<file path="config.mk">
export PLATFORM = sky130hd
export DESIGN_NAME = palette_store_nearest_color_top
export DESIGN_NICKNAME = d
export VERILOG_FILES = /design/src/rtl/core/psnc_pkg.sv /design/src/rtl/core/psnc_dist.sv /design/src/rtl/core/palette_store_nearest_color_top.sv
export SDC_FILE = /design/constraint.sdc
export NUM_CORES = 2
export LEC_CHECK = 0
export ABC_AREA = 1
export BUFFER_PORTS_ARGS = -buffer_cell sky130_fd_sc_hd__buf_2
export CAP_MARGIN = 20
export CORE_ASPECT_RATIO = 1.1
export CORE_MARGIN = 2
export CORE_UTILIZATION = 45
export DETAILED_ROUTE_END_ITERATION = 16
export GPL_TIMING_DRIVEN = 1
export HOLD_SLACK_MARGIN = 0.05
export MAX_ROUTING_LAYER = met4
export PLACE_DENSITY = 0.71
export SYNTH_ARGS = -nofsm -noshare
export SYNTH_HDL_FRONTEND = slang
export SYNTH_SLANG_ARGS = --single-unit
export TNS_END_PERCENT = 100
</file>
<file path="constraint.sdc">
create_clock -name clk -period 35.7 [get_ports clk]
set_input_delay 7.14 -clock clk [delete_from_list [all_inputs] [get_ports clk]]
set_output_delay 7.14 -clock clk [all_outputs]
set_load 0.05 [all_outputs]
</file>
<file path="src/rtl/core/psnc_pkg.sv">
// shared types and constants of the palette store with nearest-colour search
`default_nettype none

package psnc_pkg;

  // field widths of the transactions
  localparam int ACTION_W   = 3;
  localparam int COLOR_W    = 24;
  localparam int WIDX_W     = 9;
  localparam int RES_IDX_W  = 5;
  localparam int COUNT_W    = 6;
  localparam int CH_W       = 8;
  localparam int SQ_W       = 2 * CH_W;
  localparam int DIST_W     = SQ_W + 2;

  // packed payload widths, padded to whole bytes
  localparam int IN_BITS      = ACTION_W + COLOR_W + WIDX_W;
  localparam int IN_TDATA_W   = ((IN_BITS + 7) / 8) * 8;
  localparam int OUT_BITS     = 1 + RES_IDX_W + COLOR_W + COUNT_W + RES_IDX_W + 1;
  localparam int OUT_TDATA_W  = ((OUT_BITS + 7) / 8) * 8;

  // action codes
  typedef enum logic [ACTION_W-1:0] {
    ACT_CLEAR       = 3'd0,
    ACT_ADD         = 3'd1,
    ACT_SEL_INDEX   = 3'd2,
    ACT_SEL_NEAREST = 3'd3,
    ACT_READ        = 3'd4
  } action_t;

endpackage

`default_nettype wire

</file>
<file path="src/rtl/core/psnc_dist.sv">
// squared rgb distance unit shared by every step of the nearest search
`default_nettype none

module psnc_dist
  import psnc_pkg::*;
(
  input  wire logic [COLOR_W-1:0] a_color,
  input  wire logic [COLOR_W-1:0] b_color,
  output logic      [DIST_W-1:0]  dist_sum
);

  logic [CH_W-1:0] diff [3];
  logic [SQ_W-1:0] sq   [3];

  // absolute channel differences and their squares
  always_comb begin
    for (int c = 0; c < 3; c++) begin
      if (a_color[c*CH_W +: CH_W] > b_color[c*CH_W +: CH_W]) begin
        diff[c] = a_color[c*CH_W +: CH_W] - b_color[c*CH_W +: CH_W];
      end else begin
        diff[c] = b_color[c*CH_W +: CH_W] - a_color[c*CH_W +: CH_W];
      end
      sq[c] = SQ_W'(diff[c]) * SQ_W'(diff[c]);
    end
  end

  // sum of the three squares
  assign dist_sum = DIST_W'(sq[0]) + DIST_W'(sq[1]) + DIST_W'(sq[2]);

endmodule

`default_nettype wire

</file>
<file path="src/rtl/core/palette_store_nearest_color_top.sv">
// palette store: clear, add, select by index, select nearest colour, read
// clear, add and read answer from a registered result; select index reads the swatch memory
//   through pick and load states; select nearest scans one swatch per cycle through the shared unit
// one transaction at a time: the next is taken the cycle after the result is taken
// synchronous active-low reset empties the palette and drops the selection
`default_nettype none

module palette_store_nearest_color_top
  import psnc_pkg::*;
#(
  parameter int PALETTE_DEPTH = 32
) (
  input  wire logic                   clk,
  input  wire logic                   rst_n,
  input  wire logic                   in_tvalid,
  output logic                        in_tready,
  // action [2:0], color_in [26:3], wanted_index [35:27]
  input  wire logic [IN_TDATA_W-1:0]  in_tdata,
  output logic                        out_tvalid,
  input  wire logic                   out_tready,
  // failed [0], result_index [5:1], current_color [29:6], entry_count [35:30],
  // selected_index [40:36], selection_valid [41]
  output logic      [OUT_TDATA_W-1:0] out_tdata
);

  localparam int IDX_W = (PALETTE_DEPTH > 1) ? $clog2(PALETTE_DEPTH) : 1;
  localparam int CNT_W = $clog2(PALETTE_DEPTH + 1);
  localparam logic [CNT_W-1:0] DEPTH_C = CNT_W'(PALETTE_DEPTH);

  typedef enum logic [2:0] {
    ST_IDLE,
    ST_SCAN,
    ST_PICK,
    ST_LOAD,
    ST_OUT
  } state_t;

  state_t                   state_r;
  logic [CNT_W-1:0]         count_r;
  logic [IDX_W-1:0]         sel_r;
  logic                     has_sel_r;
  logic [COLOR_W-1:0]       cur_color_r;
  logic                     failed_r;
  logic [IDX_W-1:0]         res_idx_r;
  logic [COLOR_W-1:0]       color_r;
  logic [CNT_W-1:0]         addr_r;
  logic                     dat_vld_r;
  logic [IDX_W-1:0]         dat_idx_r;
  logic [COLOR_W-1:0]       rd_data_r;
  logic [DIST_W-1:0]        best_r;
  logic [IDX_W-1:0]         best_idx_r;
  logic [COLOR_W-1:0]       best_col_r;
  logic [COLOR_W-1:0]       swatches_r [PALETTE_DEPTH];

  action_t                  in_action;
  logic [COLOR_W-1:0]       in_color;
  logic [WIDX_W-1:0]        in_widx;
  logic                     in_fire;
  logic                     full;
  logic                     wr_en;
  logic                     rd_en;
  logic                     issue;
  logic [WIDX_W-1:0]        cnt9;
  logic [WIDX_W-1:0]        pick9;
  logic [IDX_W-1:0]         pick;
  logic [DIST_W-1:0]        cand_dist;
  logic                     take;
  logic                     scan_last;
  logic [IDX_W+RES_IDX_W-1:0] sel_ext;
  logic [IDX_W+RES_IDX_W-1:0] res_ext;
  logic [CNT_W+COUNT_W-1:0]   cnt_ext;

  // input unpacking
  assign in_action = action_t'(in_tdata[ACTION_W-1:0]);
  assign in_color  = in_tdata[ACTION_W +: COLOR_W];
  assign in_widx   = in_tdata[ACTION_W+COLOR_W +: WIDX_W];

  assign in_tready  = (state_r == ST_IDLE);
  assign out_tvalid = (state_r == ST_OUT);
  assign in_fire    = in_tvalid && in_tready;
  assign full       = (count_r == DEPTH_C);

  // clamp the requested slot into 0 .. count-1
  assign cnt9 = WIDX_W'(count_r);
  always_comb begin
    priority if (in_widx[WIDX_W-1]) begin
      pick9 = '0;
    end else if ({1'b0, in_widx[WIDX_W-2:0]} >= cnt9) begin
      pick9 = cnt9 - WIDX_W'(1);
    end else begin
      pick9 = in_widx;
    end
  end
  assign pick = IDX_W'(pick9);

  // swatch memory, one write and one registered read port
  assign wr_en = in_fire && (in_action == ACT_ADD) && !full;
  assign issue = (addr_r < count_r);
  assign rd_en = ((state_r == ST_SCAN) && issue) || (state_r == ST_PICK);

  always_ff @(posedge clk) begin
    if (wr_en) begin
      swatches_r[count_r[IDX_W-1:0]] <= in_color;
    end
    if (rd_en) begin
      rd_data_r <= swatches_r[addr_r[IDX_W-1:0]];
    end
  end

  // shared distance unit
  psnc_dist u_dist (
    .a_color  (rd_data_r),
    .b_color  (color_r),
    .dist_sum (cand_dist)
  );

  // earliest entry wins ties, so only a strictly smaller distance replaces
  assign take      = (dat_idx_r == '0) || (cand_dist < best_r);
  assign scan_last = (CNT_W'(dat_idx_r) == (count_r - CNT_W'(1)));

  // sequencer and palette state
  always_ff @(posedge clk) begin
    if (!rst_n) begin
      state_r     <= ST_IDLE;
      count_r     <= '0;
      sel_r       <= '0;
      has_sel_r   <= 1'b0;
      cur_color_r <= '0;
      dat_vld_r   <= 1'b0;
    end else begin
      unique case (state_r)
        ST_IDLE: begin
          if (in_fire) begin
            failed_r  <= 1'b0;
            res_idx_r <= '0;
            color_r   <= in_color;
            dat_vld_r <= 1'b0;
            state_r   <= ST_OUT;
            unique case (in_action)
              ACT_CLEAR: begin
                count_r     <= '0;
                sel_r       <= '0;
                has_sel_r   <= 1'b0;
                cur_color_r <= '0;
              end
              ACT_ADD: begin
                if (full) begin
                  failed_r <= 1'b1;
                end else begin
                  res_idx_r <= count_r[IDX_W-1:0];
                  count_r   <= count_r + CNT_W'(1);
                  if (!has_sel_r) begin
                    sel_r       <= '0;
                    has_sel_r   <= 1'b1;
                    cur_color_r <= in_color;
                  end
                end
              end
              ACT_SEL_INDEX: begin
                if (count_r == '0) begin
                  failed_r <= 1'b1;
                end else begin
                  addr_r  <= CNT_W'(pick);
                  state_r <= ST_PICK;
                end
              end
              ACT_SEL_NEAREST: begin
                if (count_r == '0) begin
                  failed_r <= 1'b1;
                end else begin
                  addr_r  <= '0;
                  state_r <= ST_SCAN;
                end
              end
              default: begin
              end
            endcase
          end
        end
        ST_PICK: begin
          state_r <= ST_LOAD;
        end
        ST_LOAD: begin
          sel_r       <= addr_r[IDX_W-1:0];
          res_idx_r   <= addr_r[IDX_W-1:0];
          has_sel_r   <= 1'b1;
          cur_color_r <= rd_data_r;
          state_r     <= ST_OUT;
        end
        ST_SCAN: begin
          // the read address has passed the count by the last entry, so valid drops
          dat_vld_r <= issue;
          dat_idx_r <= addr_r[IDX_W-1:0];
          if (issue) begin
            addr_r <= addr_r + CNT_W'(1);
          end
          if (dat_vld_r) begin
            if (take) begin
              best_r     <= cand_dist;
              best_idx_r <= dat_idx_r;
              best_col_r <= rd_data_r;
            end
            if (scan_last) begin
              sel_r       <= take ? dat_idx_r : best_idx_r;
              res_idx_r   <= take ? dat_idx_r : best_idx_r;
              cur_color_r <= take ? rd_data_r : best_col_r;
              has_sel_r   <= 1'b1;
              state_r     <= ST_OUT;
            end
          end
        end
        ST_OUT: begin
          if (out_tready) begin
            state_r <= ST_IDLE;
          end
        end
        default: begin
          state_r <= ST_IDLE;
        end
      endcase
    end
  end

  // result packing, indexes and count fitted to the field widths
  assign sel_ext = (IDX_W+RES_IDX_W)'(sel_r);
  assign res_ext = (IDX_W+RES_IDX_W)'(res_idx_r);
  assign cnt_ext = (CNT_W+COUNT_W)'(count_r);

  assign out_tdata = OUT_TDATA_W'({has_sel_r,
                                   sel_ext[RES_IDX_W-1:0],
                                   cnt_ext[COUNT_W-1:0],
                                   cur_color_r,
                                   res_ext[RES_IDX_W-1:0],
                                   failed_r});

endmodule

`default_nettype wire

</file>
Word-level counts from Yosys, hierarchy flattened. Memories as Yosys holds them, arrays and structs flattened. A register that Yosys moved wholly into a read port is not among the register bits. Index checks and enable logic that the tools add are counted.

Equal/unequal tests: 21. $lt $le $gt $ge: 6. Multipliers: 3. Add/sub/neg operators: 12. Bitwise gates (word level): 0. Reductions and logical operators: 26. Multiplexer cells: 54. Div/mod/pow operators: 0. Shifts and indexed selects: 0.

Operators by type and width (count): 2-to-1 mux 24 bit (6); case mux 24 bit (3 select lines) (1); 2-to-1 mux 5 bit (11); multiplier 8 x 8 -> 16 bit (3); case mux 24 bit (2 select lines) (1); subtractor 8 bit (6); case mux 6 bit (2 select lines) (3); 2-to-1 mux 6 bit (5); case mux 5 bit (3 select lines) (2); > comparator 8 bit (3); 2-to-1 mux 8 bit (3); adder 18 x 16 -> 18 bit (1); less-than comparator 18 bit (1); 2-to-1 mux 3 bit (6); adder 16 x 16 -> 17 bit (1); case mux 3 bit (5 select lines) (1); AND reduction 7 bit (2); adder 6 x 1 -> 6 bit, second input constant (2); == test 3 x 2 -> 1 bit, second input constant (4); != test 3 bit, second input constant (4); AND reduction 4 bit (3); case mux 5 bit (2 select lines) (1); 2-to-1 mux 1 bit (9); greater-or-equal comparator 8 x 6 -> 1 bit (1); other kinds (26) (42).

Bits in latches: 0. Memory bits (read-only): 0. Bits of input ports: 44. Flip-flop bits (word level): 128. Memories kept: 1. Word-level logic and storage cells: 137. Output and inout port bits: 50. Bits in writable memories: 768.

Memories: swatches_r (depth 32, bits a word 24, read ports 1, clocked after Yosys merged registers in 1, wr ports 1, line palette_store_nearest_color_top.sv:53) `logic [COLOR_W-1:0] swatches_r [PALETTE_DEPTH];`.

Longest topological paths before layout.
Word-level depth: 11. Mapped depth: 64. Gate-level depth less buffers: 62.

Hierarchy. From an unflattened synthesis, not the netlist that was laid out.

Cell total of the unflattened synthesis: 4184. Area, all modules: 45763.9 µm².

Modules (own cells, without submodules): palette_store_nearest_color_top (sequential area each 27226.1 µm², cells each 3099, area each 37629.8 µm², instances 1); psnc_dist (sequential area each 0.0 µm², cells each 1085, area each 8134.1 µm², instances 1).

Worst setup path before layout. Ideal clock, no wire load.

Kind: register -> register. Start point: register rd_data_r[0], read port of swatches_r. End point: register best_r[0], enable pin. Data required time: 35.307 ns. Data arrival time: 11.081 ns. Path buffers: 2. Setup slack: 24.226 ns. Period minus slack after synthesis: 11.474 ns. Stages on the path, launching flop included: 52. Cells stage by stage: edfxtp_1 > inv_1 > ha_1 > inv_1 > fa_1 > nand2_1 > nand2_1 > a21oi_1 > o21ai_1 > nand2_2 > inv_2 > o21ai_0 > nand2_1 > nor2_1 > inv_1 > fa_1 > fa_1 > fa_1 > (+16 left out) > inv_1 > ha_1 > nand2_1 > inv_1 > a21boi_0 > o21ai_0 > a31oi_1 > xor2_1 > ha_1 > a21oi_1 > a21oi_1 > nor2_1 > nand3_1 > nand2_1 > buf_2 > buf_2 > nand2_1 > nor2_1.

Longest elaborated chain between the ends: 8. Elaborated cells between the ends (all ways): 10.

Ends and longest elaborated chain: from (decl) (line palette_store_nearest_color_top.sv:49) `logic [COLOR_W-1:0] rd_data_r;`; subtractor 8 bit, or another cell as far along (line psnc_dist.sv:21) `diff[c] = b_color[c*CH_W +: CH_W] - a_color[c*CH_W +: CH_W];`; 2-to-1 mux 8 bit * (line psnc_dist.sv:18) `if (a_color[c*CH_W +: CH_W] > b_color[c*CH_W +: CH_W]) begin`; multiplier 8 x 8 -> 16 bit * (line psnc_dist.sv:23) `sq[c] = SQ_W'(diff[c]) * SQ_W'(diff[c]);`; adder 16 x 16 -> 17 bit * (line psnc_dist.sv:28) `assign dist_sum = DIST_W'(sq[0]) + DIST_W'(sq[1]) + DIST_W'(sq[2]);`; adder 18 x 16 -> 18 bit * (line psnc_dist.sv:28); via cand_dist[13] (line palette_store_nearest_color_top.sv:66) `logic [DIST_W-1:0] cand_dist;`; less-than comparator 18 bit * (line palette_store_nearest_color_top.sv:118) `assign take = (dat_idx_r == '0) || (cand_dist < best_r);`; logical OR 1 bit * (line palette_store_nearest_color_top.sv:118); AND reduction 4 bit (no line) *; to (signal assigned) (line palette_store_nearest_color_top.sv:199) `best_r <= cand_dist;`; to (decl) (line palette_store_nearest_color_top.sv:50) `logic [DIST_W-1:0] best_r;`.

The timed path passes the listed nets; every way through them passes the cells marked *. A chain may end at the register's enable or synchronous reset.

Worst setup path in the final report.
Start point: register rd_data_r[0], read port of swatches_r. End point: register best_r[5], enable pin.

Same word-level chain as after synthesis.

==> Flow_metrics.wiki <==
{| class="wikitable"
! Metric !! Value
|-
| Placed cell area || ~0.047 mm²
|-
| Max-Slew Margin vs Limit || 19.3%
|-
| Minimum period implied by the final worst setup slack || 13060 ps
|-
| Required time of the critical path || ~36000 ps
|-
| Worst Skew || roughly 53 ps
|-
| Sequential cell area fraction in the yosys report || 60.0%
|-
| CTS tree || yes
|-
| Total number of nets in the final design || 4432
|-
| Origin of the critical flop-to-flop path || rd_data_r[0]$_DFFE_PP_
|-
| Number of antenna violations at the first check in global routing || 13
|-
| Worst Hold Class || register to register
|-
| CTS Hold Buffers Added || 0
|-
| Area contributors post-synth || sky130_fd_sc_hd__edfxtp_1 58%, sky130_fd_sc_hd__fa_1 5.4%, sky130_fd_sc_hd__o21ai_0 4.9%
|-
| Root Driver || sky130_fd_sc_hd__clkbuf_16
|-
| Number of clock sinks || 920
|-
| Final slew viol count || 0
|-
| Std-Cell Rows || 122
|-
| Die Height || 337 µm
|-
| Classification of the worst setup path || register to register
|-
| Maximum number of pins on one net before global-route repair || ~210
|-
| Max Cap Viol || 0
|-
| Most numerous cell in the Yosys netlist || sky130_fd_sc_hd__edfxtp_1
|-
| I/O pin count || 94
|-
| GRT Residual Overflow || 0
|-
| Top flip-flop cell by instance count after synthesis || sky130_fd_sc_hd__edfxtp_1
|-
| Post-DP HPWL || approximately 70000 µm
|-
| Final Wtd Congestion || 0.900
|-
| R2R depth || 51
|-
| Crit path launch || rd_data_r[0]$_DFFE_PP_
|-
| Clock edge transition at the registers on the reported setup and hold paths || 60 ps
|-
| Overall via count from detail_route || 30700
|-
| Unrepaired setup endpoints after global routing || no
|-
| Crit path launch type || register
|-
| Max H-tree Level || 3
|-
| Drt first-iter violations || 3135
|-
| Post-route cell area || 0.0504 mm²
|-
| Type of destination of the critical path || register
|-
| Number of cells on the worst hold path || 2
|-
| Accumulated negative setup slack || 0 ps
|-
| Number of buffers added by the clock tree synthesis step || 93
|-
| Remaining antenna violation count after routing || 0
|-
| Final period util || 36.6%
|-
| Synthesized area per cell || 11.1 µm²
|-
| Synth cell types || between 50 and 60
|-
| Synth Warn # || 0
|-
| Clock insertion delay at the later pin of the skew report || 670 ps
|-
| Post-synthesis register bit count || 920
|-
| Crit-path max FO || 30
|-
| Fraction of layout instances using a drive strength above 1 || 9.20%
|-
| Peak Freq || 76.6 MHz
|-
| Post CTS Setup Buffer Count || 0
|-
| Hold Path Origin || has_sel_r$_SDFFE_PN0P_
|-
| Maximum number of buffers from clock root to sink || 3
|-
| Number of port buffers || 83
|-
| Slowest CP cell || sky130_fd_sc_hd__nor2_2
|-
| Drt via density || around 5.6
|-
| Crit-path max cell delay || 770 ps
|-
| Die footprint || just over 0.1 mm²
|-
| Core area || roughly 0.1 mm²
|-
| Fin. Hold Viols || 0
|-
| Cell Area, Synth || 0.0454 mm²
|-
| Result of the run || finished clean
|-
| Detailed-router iteration count before antenna repair || 5
|-
| Number of flops mapped to enable cells by yosys || 880
|-
| FFs w/ async S/R, synth || 0%
|-
| Data arrival time of the critical path || 13300 ps
|-
| Worst Tran Pin Value || around 1200 ps
|-
| Area fraction of the dominant cell type after synthesis || roughly 58%
|-
| Via count of the first global-routing pass || 29500
|-
| Signed area change from the synthesized netlist to the final layout || 11.0%
|-
| Starting density of the core || 45.3%
|-
| Detailed-route wire length || 116000 µm
|-
| Chip width || between 300 and 400 µm
|-
| Number of instances in the synthesized netlist || a little over 4000
|-
| Top cell types by occurrence after synthesis || 880 x sky130_fd_sc_hd__edfxtp_1, 550 x sky130_fd_sc_hd__nor2_1, 457 x sky130_fd_sc_hd__inv_1, 448 x sky130_fd_sc_hd__nand2_1, 442 x sky130_fd_sc_hd__o21ai_0
|-
| First-pass GRT wire length || ~170000 µm
|-
| DRC Markers || 0
|-
| Wirelength per Cell || 21.2 µm
|-
| Total global routing track utilization || 22.8%
|-
| Leading area contributor after synthesis || sky130_fd_sc_hd__edfxtp_1
|-
| Number of instances resized during post-cts repair || 0
|-
| Setup violations, final || 0
|}
==> critical path, delay by kind of cell (launching register included) <==
kind	cells	cell delay, ps
AND/OR/NAND/NOR	12	2320
adder cells (fa/ha/maj)	15	6540
AO/OA/AOI/OAI	8	1390
XOR/XNOR	2	520
flip-flops	1	470
buffers and inverters	14	1380
==> sequential cells by signal (all words and copies together) (netlist names) <==
signal	cells
swatches_r	768
best_col_r	24
color_r	24
cur_color_r	24
rd_data_r	24
best_r	18
addr_r	6
count_r	6
best_idx_r	5
dat_idx_r	5
res_idx_r	5
sel_r	5
state_r	3
dat_vld_r	1
failed_r	1
has_sel_r	1
==> layout by cell type (no fill, tap or decap), drive strengths merged, types with 117 or more instances in the layout <==
master,instances
clkbuf,117
nor2,574
buf,124
nand3,126
o21ai,476
nand2,458
fa,122
edfxtp,880
o22ai,121
inv,476
ha,172
==> cell type report <==
cell class / instances / area, µm²
fillers: 8584 / 49900
flip-flops and latches: 920 / 27200
multi-input cells: 2480 / 15700
clock buffers: 117 / 2460
inverters: 475 / 1800
well taps: 1302 / 1630
repair buffers: 124 / 893
clock inverters: 56 / 638
diodes: 9 / 22.5
==> cell families after synthesis <==
family,share of synthesized area [%]
mux,0.0221
xor+xnor,1.33
other cells,0.00826
compound gates,10.8
flops,60.0
simple gates,11.8
buf+inv,5.96
fa+ha+maj,10.1
==> worst paths after layout <==
| kind | to | slack (ps) |
|---|---|---|
| worst max register to register | best_r[5]$_DFFE_PP_ | 22640 |
| worst max-delay path | best_r[5]$_DFFE_PP_ | 22640 |
| worst min register to register | has_sel_r$_SDFFE_PN0P_ | 480 |
| worst min-delay path | has_sel_r$_SDFFE_PN0P_ | 480 |
==> layer usage <==
layer	vias up	share of wire, %	track usage (%)
li1	14200	-	-
met1	14900	39	28.9
met2	1394	48	37.0
met3	244	9.2	3.51
met4	0	3.7	9.30
met5	-	0	-
==> stage by stage <==
stage	instances	hold WS [ps]	setup slack (ps)	util, %
global placement	5293	474	22720	46.9
CTS	5468	488	22620	50.1
detailed placement	5295	480	22670	47.0
global route	5483	514	21790	50.3
finish	5483	481	22640	50.3
floorplan	4079	450	24230	-
Power is not shown: default switching activity piles up to over one toggle a cycle in this logic, so the estimate is an artifact.
